===== src/tklt_pkg.sv =====
package tklt_pkg;

   localparam int KEY_W  = 32;
   localparam int PAY_W  = 32;
   localparam int RANK_W = 4;

   typedef enum logic {
      REQ_INSERT = 1'b0,
      REQ_READ   = 1'b1
   } req_kind_type;

   typedef struct packed {
      logic             valid;
      logic [KEY_W-1:0] key;
      logic [PAY_W-1:0] payload;
   } entry_type;

   // what one cell hands to its right-hand neighbor
   typedef struct packed {
      entry_type entry;
      logic      ge;      // this cell keeps its entry on the current insert
   } link_type;

endpackage


===== src/tklt_cell.sv =====
module tklt_cell
   import tklt_pkg::*;
(
   input  logic             clock,
   input  logic             reset,
   input  logic             ins_en,
   input  logic [KEY_W-1:0] new_key,
   input  logic [PAY_W-1:0] new_payload,
   input  link_type         prev_link,
   output link_type         link
);

   logic             valid_ff, valid_in;
   logic [KEY_W-1:0] key_ff, key_in;
   logic [PAY_W-1:0] payload_ff, payload_in;
   logic             ge;

   assign ge = valid_ff && (key_ff >= new_key);

   always_comb begin
      valid_in   = valid_ff;
      key_in     = key_ff;
      payload_in = payload_ff;
      if (ins_en && !ge) begin
         if (prev_link.ge) begin
            // insertion point: left neighbor stays, this cell takes the new word
            valid_in   = 1'b1;
            key_in     = new_key;
            payload_in = new_payload;
         end else begin
            valid_in   = prev_link.entry.valid;
            key_in     = prev_link.entry.key;
            payload_in = prev_link.entry.payload;
         end
      end
   end

   always_ff @(posedge clock) begin
      if (reset) begin
         valid_ff <= 1'b0;
      end else begin
         valid_ff <= valid_in;
      end
   end

   always_ff @(posedge clock) begin
      key_ff     <= key_in;
      payload_ff <= payload_in;
   end

   assign link.entry.valid   = valid_ff;
   assign link.entry.key     = key_ff;
   assign link.entry.payload = payload_ff;
   assign link.ge            = ge;

endmodule


===== src/top_k_largest_tracker.sv =====
// Channel  Dir  tuser             tdata (low bit first)
// req_     in   req_type          new_key, new_payload, read_rank
// rsp_     out  -                 accepted, placed_rank, entry_valid, entry_key,
//                                 entry_payload, held_count
//
// One word per cycle while rsp_ is not stalled: the cell row compares and shifts
// in the accept cycle; the result word is registered and is on rsp_ the next cycle.
// Reset (synchronous, active high) empties the row; no clearing pass.
// A stalled rsp_ holds its word; req_tready stays high while the held word
// is being taken.
module top_k_largest_tracker
   import tklt_pkg::*;
#(
   parameter int KEEP_DEPTH = 10
)(
   input  logic        clock,
   input  logic        reset,
   input  logic        req_tvalid,
   output logic        req_tready,
   input  logic [0:0]  req_tuser,   // req_type
   input  logic [71:0] req_tdata,   // new_key, new_payload, read_rank, zero fill
   output logic        rsp_tvalid,
   input  logic        rsp_tready,
   output logic [79:0] rsp_tdata    // accepted, placed_rank, entry_valid,
                                    // entry_key, entry_payload, held_count, zero fill
);

   localparam int CNT_W = $clog2(KEEP_DEPTH + 1);
   localparam int CMP_W = (CNT_W > RANK_W) ? CNT_W : RANK_W;

   logic             req_fire;
   req_kind_type     req_kind;
   logic [KEY_W-1:0] new_key;
   logic [PAY_W-1:0] new_payload;
   logic [RANK_W-1:0] read_rank;
   logic             ins_en;

   link_type         links [KEEP_DEPTH:0];
   logic             acc;
   logic [CNT_W-1:0] pos;
   logic [CNT_W-1:0] count_ff, count_in;
   entry_type        rd_entry;

   logic             rsp_valid_ff, rsp_valid_in;
   logic [79:0]      rsp_data_ff, rsp_data_in;

   assign req_tready  = !rsp_valid_ff || rsp_tready;
   assign req_fire    = req_tvalid && req_tready;
   assign req_kind    = req_kind_type'(req_tuser[0]);
   assign new_key     = req_tdata[31:0];
   assign new_payload = req_tdata[63:32];
   assign read_rank   = req_tdata[67:64];
   assign ins_en      = req_fire && (req_kind == REQ_INSERT);

   // head of the row: always "keeps", so cell 0 takes a new key it does not beat
   assign links[0].entry = '0;
   assign links[0].ge    = 1'b1;

   for (genvar i = 0; i < KEEP_DEPTH; i++) begin : g_cell
      tklt_cell u_cell (
         .clock       (clock),
         .reset       (reset),
         .ins_en      (ins_en),
         .new_key     (new_key),
         .new_payload (new_payload),
         .prev_link   (links[i]),
         .link        (links[i+1])
      );
   end

   assign acc = !links[KEEP_DEPTH].ge;

   always_comb begin
      pos = '0;
      for (int i = 0; i < KEEP_DEPTH; i++) begin
         if (links[i].ge && !links[i+1].ge) begin
            pos = CNT_W'(i);
         end
      end
   end

   always_comb begin
      rd_entry = '0;
      for (int i = 0; i < KEEP_DEPTH; i++) begin
         if (CMP_W'(read_rank) == CMP_W'(i) && links[i+1].entry.valid) begin
            rd_entry = links[i+1].entry;
         end
      end
   end

   always_comb begin
      count_in = count_ff;
      if (ins_en && acc && (count_ff != CNT_W'(KEEP_DEPTH))) begin
         count_in = count_ff + CNT_W'(1);
      end
   end

   always_comb begin
      rsp_valid_in = rsp_valid_ff;
      rsp_data_in  = rsp_data_ff;
      if (rsp_tready) begin
         rsp_valid_in = 1'b0;
      end
      if (req_fire) begin
         rsp_valid_in = 1'b1;
         rsp_data_in  = '0;
         if (req_kind == REQ_INSERT) begin
            rsp_data_in[0]   = acc;
            rsp_data_in[4:1] = acc ? RANK_W'(pos) : '0;
         end else begin
            rsp_data_in[5]     = rd_entry.valid;
            rsp_data_in[37:6]  = rd_entry.key;
            rsp_data_in[69:38] = rd_entry.payload;
         end
         rsp_data_in[73:70] = RANK_W'(count_in);
      end
   end

   always_ff @(posedge clock) begin
      if (reset) begin
         count_ff     <= '0;
         rsp_valid_ff <= 1'b0;
      end else begin
         count_ff     <= count_in;
         rsp_valid_ff <= rsp_valid_in;
      end
   end

   always_ff @(posedge clock) begin
      rsp_data_ff <= rsp_data_in;
   end

   assign rsp_tvalid = rsp_valid_ff;
   assign rsp_tdata  = rsp_data_ff;

endmodule

===== config.mk =====
export PLATFORM = sky130hd
export DESIGN_NAME = top_k_largest_tracker
export DESIGN_NICKNAME = d
export VERILOG_FILES = /design/src/tklt_pkg.sv /design/src/tklt_cell.sv /design/src/top_k_largest_tracker.sv
export SDC_FILE = /design/constraint.sdc
export NUM_CORES = 1
export LEC_CHECK = 0
export BUFFER_PORTS_ARGS = -buffer_cell sky130_fd_sc_hd__clkbuf_2
export CAP_MARGIN = 20
export CORE_UTILIZATION = 55
export DETAILED_ROUTE_END_ITERATION = 10
export HOLD_SLACK_MARGIN = 0.08
export PLACE_DENSITY = 0.75
export SLEW_MARGIN = 0
export SYNTH_ARGS = -nofsm -noshare
export SYNTH_HDL_FRONTEND = slang
export SYNTH_SLANG_ARGS = --single-unit
export TNS_END_PERCENT = 1

===== constraint.sdc =====
create_clock -name clock -period 16.3 [get_ports clock]
set_input_delay 1.63 -clock clock [delete_from_list [all_inputs] [get_ports clock]]
set_output_delay 1.63 -clock clock [all_outputs]
set_load 0.1 [all_outputs]

=== Word level (Yosys, flattened, before mapping) ===
Cells that the tools add are included.

* Register bits after elaboration: 729
* Bits of input ports: 77
* Output and inout bits: 82
* Word-level logic and storage cells: 166

* Add/sub/neg operators: 1
* $lt $le $gt $ge: 10
* Equality and inequality tests: 10
* Muxes and demuxes: 49
* Bitwise gates (word level): 1
* Reductions and logical operators: 58

{| class="wikitable"
|+ Operator list
! cell !! count
|-
| 2-to-1 mux 65 bit || 10
|-
| 2-to-1 mux 32 bit || 18
|-
| greater-or-equal comparator 32 bit || 10
|-
| logical AND 1 bit || 42
|-
| 2-to-1 mux 4 bit || 8
|-
| equality test 4 x 3 -> 1 bit (second input constant) || 4
|-
| 2-to-1 mux 1 bit || 12
|-
| zero test 1 bit || 11
|-
| equality test 4 x 2 -> 1 bit (second input constant) || 2
|-
| equality test 4 bit (second input constant) || 2
|-
| adder 4 x 1 -> 4 bit (second input constant) || 1
|-
| equality test 4 x 1 -> 1 bit (second input constant) || 1
|-
| zero test 4 bit || 1
|-
| != test 4 bit (second input constant) || 1
|-
| OR reduction 4 bit || 1
|-
| 2-to-1 mux 2 bit || 1
|-
| nonzero test 2 bit || 1
|-
| OR reduction 2 bit || 1
|-
| logical OR 1 bit || 1
|-
| NOT 1 bit || 1
|}

=== Longest topological paths before layout ===
Gate-level depths: netlist of the first run.

* Depth after elaboration: 13
* Depth in mapped cells: 12
* Gate-level depth less buffers: 10

=== Cells and area by module ===
A second synthesis of the first run with hierarchy kept.

* Cells, all modules: 3,410
* Area, all modules: 43,058.8 µm²

{| class="wikitable"
|+ Modules (own cells, without submodules)
! module !! instances !! cells an instance !! area each (µm²) !! sequential area each (µm²)
|-
| tklt_cell || 10 || 256 || 3,563.4 || 1,941.9
|-
| top_k_largest_tracker || 1 || 850 || 7,424.6 || 2,322.2
|}

=== Worst setup path after synthesis of the first run ===
Ideal clock, no wire load.

* Path kind: input to register
* From: input port rsp_tready
* To: register count_ff[3]
* Library setup time: 0.122 ns
* Data arrival time: 7.175 ns
* Data required time: 16.178 ns
* Path slack: 9.003 ns
* Cell stages on the path: 7
* Buffers on the path: 1
* Cells stage by stage: nand2b_1 nand2_1 or2_2 clkbuf_1 a21oi_1 nand4_1 mux2_2

* Longest elaborated chain between the ends: 6

{| class="wikitable"
|+ RTL lines
! item !! RTL line !! text
|-
| start, declared || top_k_largest_tracker.sv:23 || <nowiki>input logic rsp_tready,</nowiki>
|-
| logical OR 1 bit || top_k_largest_tracker.sv:47 || <nowiki>assign req_tready = !rsp_valid_ff || rsp_tready;</nowiki>
|-
| logical AND 1 bit || top_k_largest_tracker.sv:48 || <nowiki>assign req_fire = req_tvalid && req_tready;</nowiki>
|-
| logical AND 1 bit || top_k_largest_tracker.sv:53 || <nowiki>assign ins_en = req_fire && (req_kind == REQ_INSERT);</nowiki>
|-
| logical AND 1 bit (2 in series) || top_k_largest_tracker.sv:93 || <nowiki>if (ins_en && acc && (count_ff != CNT_W'(KEEP_DEPTH))) begin</nowiki>
|-
| 2-to-1 mux 4 bit || top_k_largest_tracker.sv:93 ||
|-
| end signal, assigned || top_k_largest_tracker.sv:124 || <nowiki>count_ff <= count_in;</nowiki>
|-
| end, declared || top_k_largest_tracker.sv:41 || <nowiki>logic [CNT_W-1:0] count_ff, count_in;</nowiki>
|}

No other way between the ends.
A chain may end at the register's enable or synchronous reset.

=== Final worst setup path of the first run ===
* From: input port req_tdata[17]
* To: register rsp_data_ff[73], in the netlist rsp_tdata[73] (data pin)

* Longest elaborated chain between the ends: 6

{| class="wikitable"
|+ RTL lines
! item !! RTL line !! text
|-
| start, declared || top_k_largest_tracker.sv:21 || <nowiki>input logic [71:0] req_tdata,</nowiki>
|-
| greater-or-equal comparator 32 bit || tklt_cell.sv:18 || <nowiki>assign ge = valid_ff && (key_ff >= new_key);</nowiki>
|-
| logical AND 1 bit || tklt_cell.sv:18 ||
|-
| zero test 1 bit || top_k_largest_tracker.sv:71 || <nowiki>assign acc = !links[KEEP_DEPTH].ge;</nowiki>
|-
| logical AND 1 bit (2 in series) || top_k_largest_tracker.sv:93 ||
|-
| 2-to-1 mux 4 bit || top_k_largest_tracker.sv:93 ||
|-
| named net count_in[3] || top_k_largest_tracker.sv:41 ||
|-
| end signal, assigned || top_k_largest_tracker.sv:130 || <nowiki>rsp_data_ff <= rsp_data_in;</nowiki>
|-
| end, declared || top_k_largest_tracker.sv:45 || <nowiki>logic [79:0] rsp_data_ff, rsp_data_in;</nowiki>
|}

The timed path passes the listed nets, and every way through them passes these cells.

==> impl_metrics.ini, run 1 <==
[global_routing]
met1_usage_pct = 41.85
grt_util_met3_pct = 5.993
grt_pass1_wl_um = 174800
busiest_layer = met2
grt_max_degree = 66
met2_usage_pct = 51.15
gr-total-overflow = 0
grt_antenna_before_repair = 7
grt_pass1_vias = 28665
track_usage_pct = 31.58

[sta]
slew_viol_final = 0
rsz0062_at_grt = false
layout_min_cycle_time_ps = 6174
fin_tns_setup_ps = 0
skew_ps = 21.90
worst_pin_slew_ps = 1209
min_period_over_period_pct = 37.88
setup_viol = 0
slew_headroom_pct = 19.22
fmax_mhz = 162.0
holdWs_ps = 512.7
hold_violations = 0

[die]
die_w_um = 269.7
die_area_um2 = 72740
fp.dieH_um = 269.7
core_um2 = 70510
initial_core_util_pct = 55.90
rows = 97
ios = 159

[critical_path]
rrSetupSlack_ps = 11330
r2r-end = g_cell[6].u_cell.payload_ff[21]$_DFFE_PP_
critPathCaptureType = flop
worst_r2r_startpoint = g_cell[6].u_cell.key_ff[2]$_DFFE_PP_
worst-path-max-fanout = 41
cp.required_ps = 16680
path_class = in -> reg
cp-start-kind = primary input
r2r_cells = 10
cp.arrival_ps = 6550

[detailed_routing]
ant_nets = 0
drc = 0
drt_first_pass_iters = 7
wl_per_cell_um = 28.25
drt-initial-drc-count = 3528
avgViaCountPerCell = 6.962
routed_wl_um = 115900
via_count = 28571

[finish]
n_fill_cell = 5309
seqCellArea_um2 = 21740
multiInputGateArea_um2 = 16900
drive_above_1_share_pct = 22.74
final_nets = 3498
area_delta_synth_final_pct = 10.27

[placement]
gp_routability_congestion = 0.9397
detailed_place_hpwl_um = 73690
io_buffer_count = 148

[power_and_ir_drop]
p_total_w = 0.004430
p_per_area_nw_per_um2 = 101.9
p_leak_nw = 15.90
irDropWorstVdd_uv = 103.4

[yosys]
ys_seq_elements = 729
yosysSeqAreaShare_pct = 55.15
ys.flop_type = edfxtp_1
synth-edff-count = 714
ys_types = 63
synthesis.area_um2 = 39420
ys_warn_count = 0
yosys.area.top_type_share_pct = 54.39
synthTopCellsByArea = edfxtp_1 (54%), mux2_2 (11%), ha_1 (10%)
yosysTopAreaCell = edfxtp_1
async_reset_ff_share_pct = 0
synthCells = 3000
avgSynthCellArea_um2 = 13.14

[clock_tree]
clkTransAtPathRegs_ps = 60
cts_hold_buf = 0
cts_tree = done
clock_path_buffers = 3
numCtsBuffers = 78
cts_sinks = 729
post_cts_buffers = 0
cts_resized = 0
cts-root-buf = clkbuf_16
cts-htree-levels = 3
clkLatencyLatePin_ps = 640

[worst_hold_path]
hold_depth = 2
hp-start = g_cell[8].u_cell.valid_ff$_SDFFE_PP0P_
hold_class = reg -> reg
min_to = g_cell[9].u_cell.valid_ff$_SDFFE_PP0P_

[outcome]
status = finished clean

[flow_run]
drv_cap = 0
[cells by family (layout without fill, tap and decap cells)]
| kind of cell | after synthesis | after routing | synth area share, % |
|---|---|---|---|
| adders and majority gates | 322 | 322 | 10.22 |
| xor gates and xnor gates | 2 | 2 | 0.04445 |
| buffers and inverters | 237 | 390 | 2.514 |
| other | 1 | 12 | 0.009513 |
| muxes | 415 | 415 | 11.85 |
| AOI/OAI and AO/OA | 848 | 848 | 15.05 |
| and+or+nand+nor | 446 | 446 | 5.158 |
| DFF | 729 | 729 | 55.15 |
[routing by layer]
| metal | part of all wire [%] | vias to the layer above | wire length (um) |
|---|---|---|---|
| met5 | 0.026 | - | 30 |
| met4 | 3.5 | 4 | 4012 |
| met2 | 47 | 1643 | 54790 |
| li1 | - | 12388 | - |
| met3 | 10 | 279 | 11780 |
| met1 | 39 | 14257 | 45320 |
[sequential cells by signal, indices dropped and copies added, names as in the netlist]
register / cells
rsp_tvalid: 1
count_ff: 4
rsp_tdata: 74
g_cell.u_cell.payload_ff: 320
g_cell.u_cell.valid_ff: 10
g_cell.u_cell.key_ff: 320
[where the power goes]
part,internal (W),leakage (nW),switching [W]
sequential,0.00217,6.83,0.0000600
combinational,0.000170,7.96,0.000369
clock,0.000911,1.11,0.000746
total,0.00325,15.9,0.00118
[how the worst max path moves through the flow]
stage,start,end,cells after the start
detailed placement,req_tdata[9],g_cell[5].u_cell.payload_ff[6]$_DFFE_PP_,12
floorplan,rsp_tready,count_ff[3]$_SDFF_PP0_,7
finish,req_tdata[17],rsp_tdata[73]$_DFFE_PP_,12
global route,req_tdata[17],rsp_tdata[73]$_DFFE_PP_,12
global placement,req_tdata[9],g_cell[5].u_cell.key_ff[6]$_DFFE_PP_,12
CTS,req_tdata[9],g_cell[5].u_cell.key_ff[6]$_DFFE_PP_,12
[critical path, cell delays in order]
cell	delay, ps
clkbuf_2	160
inv_1	490
ha_1	360
a21oi_1	150
o21ai_0	230
a221oi_1	650
o21ai_0	180
a211o_1	510
a21oi_4	940
buf_4	760
nand4_1	260
xnor2_1	180
[synthesized netlist by cell type (all sizes together), types with 2 or more instances]
cell	number
a221oi	65
o221ai	127
dfxtp	15
o21a	9
nor2	71
and3	11
nor3	20
buf	65
a222oi	2
nand4	42
o311a	2
mux2	414
edfxtp	714
a2111oi	6
or3	4
a31oi	70
or4b	2
a211oi	28
and2	3
nand2b	6
a41oi	2
o31ai	5
nand2	223
nor3b	2
a211o	6
ha	322
nor4	5
o22ai	7
a21o	44
a21boi	2
and4	7
nor2b	15
a21oi	97
inv	57
a22oi	64
or2	3
o211ai	8
nand3	30
o21bai	2
o21ai	229
clkbuf	115
xnor2	2
a221o	64
[cells in the final DEF (no fill, tap or decap), drive strengths merged, types with 20 or more instances in the layout]
cell / netlist / layout
inv: 57 / 58
nor2: 71 / 71
o221ai: 127 / 127
clkbuf: 115 / 263
clkinv: 0 / 22
a211oi: 28 / 28
o21ai: 229 / 229
a31oi: 70 / 70
mux2: 414 / 414
a21oi: 97 / 97
buf: 65 / 47
a21o: 44 / 44
a221o: 64 / 64
nand4: 42 / 42
ha: 322 / 322
a22oi: 64 / 64
nand3: 30 / 30
nor3: 20 / 20
nand2: 223 / 223
edfxtp: 714 / 714
a221oi: 65 / 65
[layout make-up]
type / instances / area share, %
Antenna cell: 6 / 0.03454
Multi-Input combinational cell: 2039 / 38.87
Clock buffer: 116 / 4.917
Sequential cell: 729 / 50.02
Tap cell: 940 / 2.706
Clock inverter: 23 / 0.3886
Inverter: 57 / 0.4951
Timing Repair Buffer: 194 / 2.573
[metrics by stage]
step                setup WS, ps  std cells  utilization (%)  instance area (um^2)
detailed placement          9223       3957            58.28                 41100
CTS                         9880       4096            61.55                 43400
finish                     10130       4104            61.64                 43470
global route                9835       4101            61.63                 43460
global placement            9319       3957            58.28                 41100
floorplan                   9003       3005                -                 39440
No activity file was read; power rests on OpenSTA's default activity.
==> run 2: changes to the inputs <==
Clock period 16.3 ns to 5.8 ns, I/O delays scaled along.
==> run 2 against run 1 <==
Effect of this change: global-route usage is 0.74 points higher; critical path depth fell by 1; highest routed layer unchanged; cell count grew 0.34%; critical endpoint is now count_ff[3]$_SDFF_PP0_.
==> impl_metrics.ini, run 2 (synthesized netlist as in run 1, its figures left out) <==
[clock_tree]
clkLatencyLatePin_ps = 660
numCtsBuffers = 80
cts-htree-levels = 3
cts_hold_buf = 0
cts_tree = done
clkTransAtPathRegs_ps = 60
cts_resized = 0
clock_path_buffers = 3
cts_sinks = 729
cts-root-buf = clkbuf_16
post_cts_buffers = 0

[critical_path]
path_class = in -> reg
cp-start-kind = primary input
cp.arrival_ps = 4960
cp.required_ps = 6350
cpPeakStageDelay_ps = 1130
worst-path-max-fanout = 15
cp_common_cell = nand4_1
critPathCaptureType = flop
critPathSlowestCell = nor4_1
crit_path_cell_trace = clkbuf_2 -> inv_1 -> ha_1 -> nand4_1 -> nor4_1 -> a221oi_1 -> o21ai_0 -> a211o_1 -> a21oi_4 -> nand4_1 -> mux2_2

[finish]
layout_common_cells = edfxtp_1 (714), mux2_2 (399), ha_1 (322)
area_delta_synth_final_pct = 11.61
final_common_cell = edfxtp_1
final_nets = 3505
final_cells = 4118
drive_above_1_share_pct = 23.44

[global_routing]
grt_antenna_before_repair = 13
grt_pass1_vias = 28669
grt_pass1_wl_um = 177600
grt_max_degree = 99
track_usage_pct = 32.32
gr-total-overflow = 0

[sta]
skew_ps = 40.60
hold_violations = 0
layout_min_cycle_time_ps = 4412
rsz0062_at_grt = false
fin_tns_setup_ps = 0
holdWs_ps = 179.9
fmax_mhz = 226.6
slew_headroom_pct = 14.08
min_period_over_period_pct = 76.07
worst_pin_slew_ps = 1277
setup_viol = 0
slew_viol_final = 0

[detailed_routing]
avgViaCountPerCell = 7.005
via_count = 28847
drt_first_pass_iters = 6
wl_per_cell_um = 28.97
drc = 0
routed_wl_um = 119300
drt-initial-drc-count = 3613
ant_nets = 0

[die]
die_w_um = 269.7
fp.dieH_um = 269.7
die_area_um2 = 72740
initial_core_util_pct = 55.90
core_um2 = 70510
ios = 159
rows = 97

[power_and_ir_drop]
p_per_area_nw_per_um2 = 294.2
p_leak_nw = 16.13
irDropWorstVdd_uv = 227.3

[placement]
detailed_place_hpwl_um = 74360
io_buffer_count = 148
dp_cells = 3964
gp_routability_congestion = 0.9519

[flow_run]
drv_cap = 0

[outcome]
status = finished clean

[worst_hold_path]
hold_class = in -> reg
## run 2: final timing paths
path / depth (start not counted) / slack (ps) / end / from
worst max register to register: 9 / 1500 / count_ff[3]$_SDFF_PP0_ / g_cell[9].u_cell.key_ff[31]$_DFFE_PP_
worst min-delay path: 1 / 180 / g_cell[0].u_cell.key_ff[3]$_DFFE_PP_ / req_tdata[3]
worst min register to register: 2 / 520 / g_cell[9].u_cell.valid_ff$_SDFFE_PP0P_ / g_cell[8].u_cell.valid_ff$_SDFFE_PP0P_
worst max-delay path: 11 / 1390 / count_ff[3]$_SDFF_PP0_ / req_tdata[31]
## run 2: critical path, delay by kind of cell
family	cells	cell delay (ps)
adders and majority gates	1	350
muxes	1	360
and+or+nand+nor	3	1610
AOI/OAI and AO/OA	4	1400
buffers and inverters	2	650
## run 2: where the power goes
group / total (W) / internal (W) / switching, W
Combinational: 0.00155 / 0.000492 / 0.00106
Clock: 0.00512 / 0.00291 / 0.00221
Sequential: 0.00628 / 0.00611 / 0.000170
## run 2: through the flow
stage	total power, W	worst slack (ps)	area [um^2]	utilization [%]
after floorplan	0.007359	136.1	39440	-
after global placement	0.007827	997.1	41380	58.68
after detailed placement	0.007895	898.4	41380	58.68
after CTS	0.01294	1554	43970	62.36
after global routing	0.01328	1451	43990	62.38
final	0.01294	1388	43990	62.39
## run 2: cell type report
type,count,area (um^2)
Multi-Input combinational cell,2039,16890
Clock buffer,102,2106
Fill cell,5274,26520
Clock inverter,44,490.5
Inverter,57,216.5
Timing Repair Buffer,199,1351
Antenna cell,8,20.02
Tap cell,940,1176
Sequential cell,729,21740
## run 2: routing by layer
metal,wire length [um],global-route usage [%]
met1,45620,42.19
met5,51,0
met3,12230,5.976
met4,5148,14.64
met2,56240,52.54
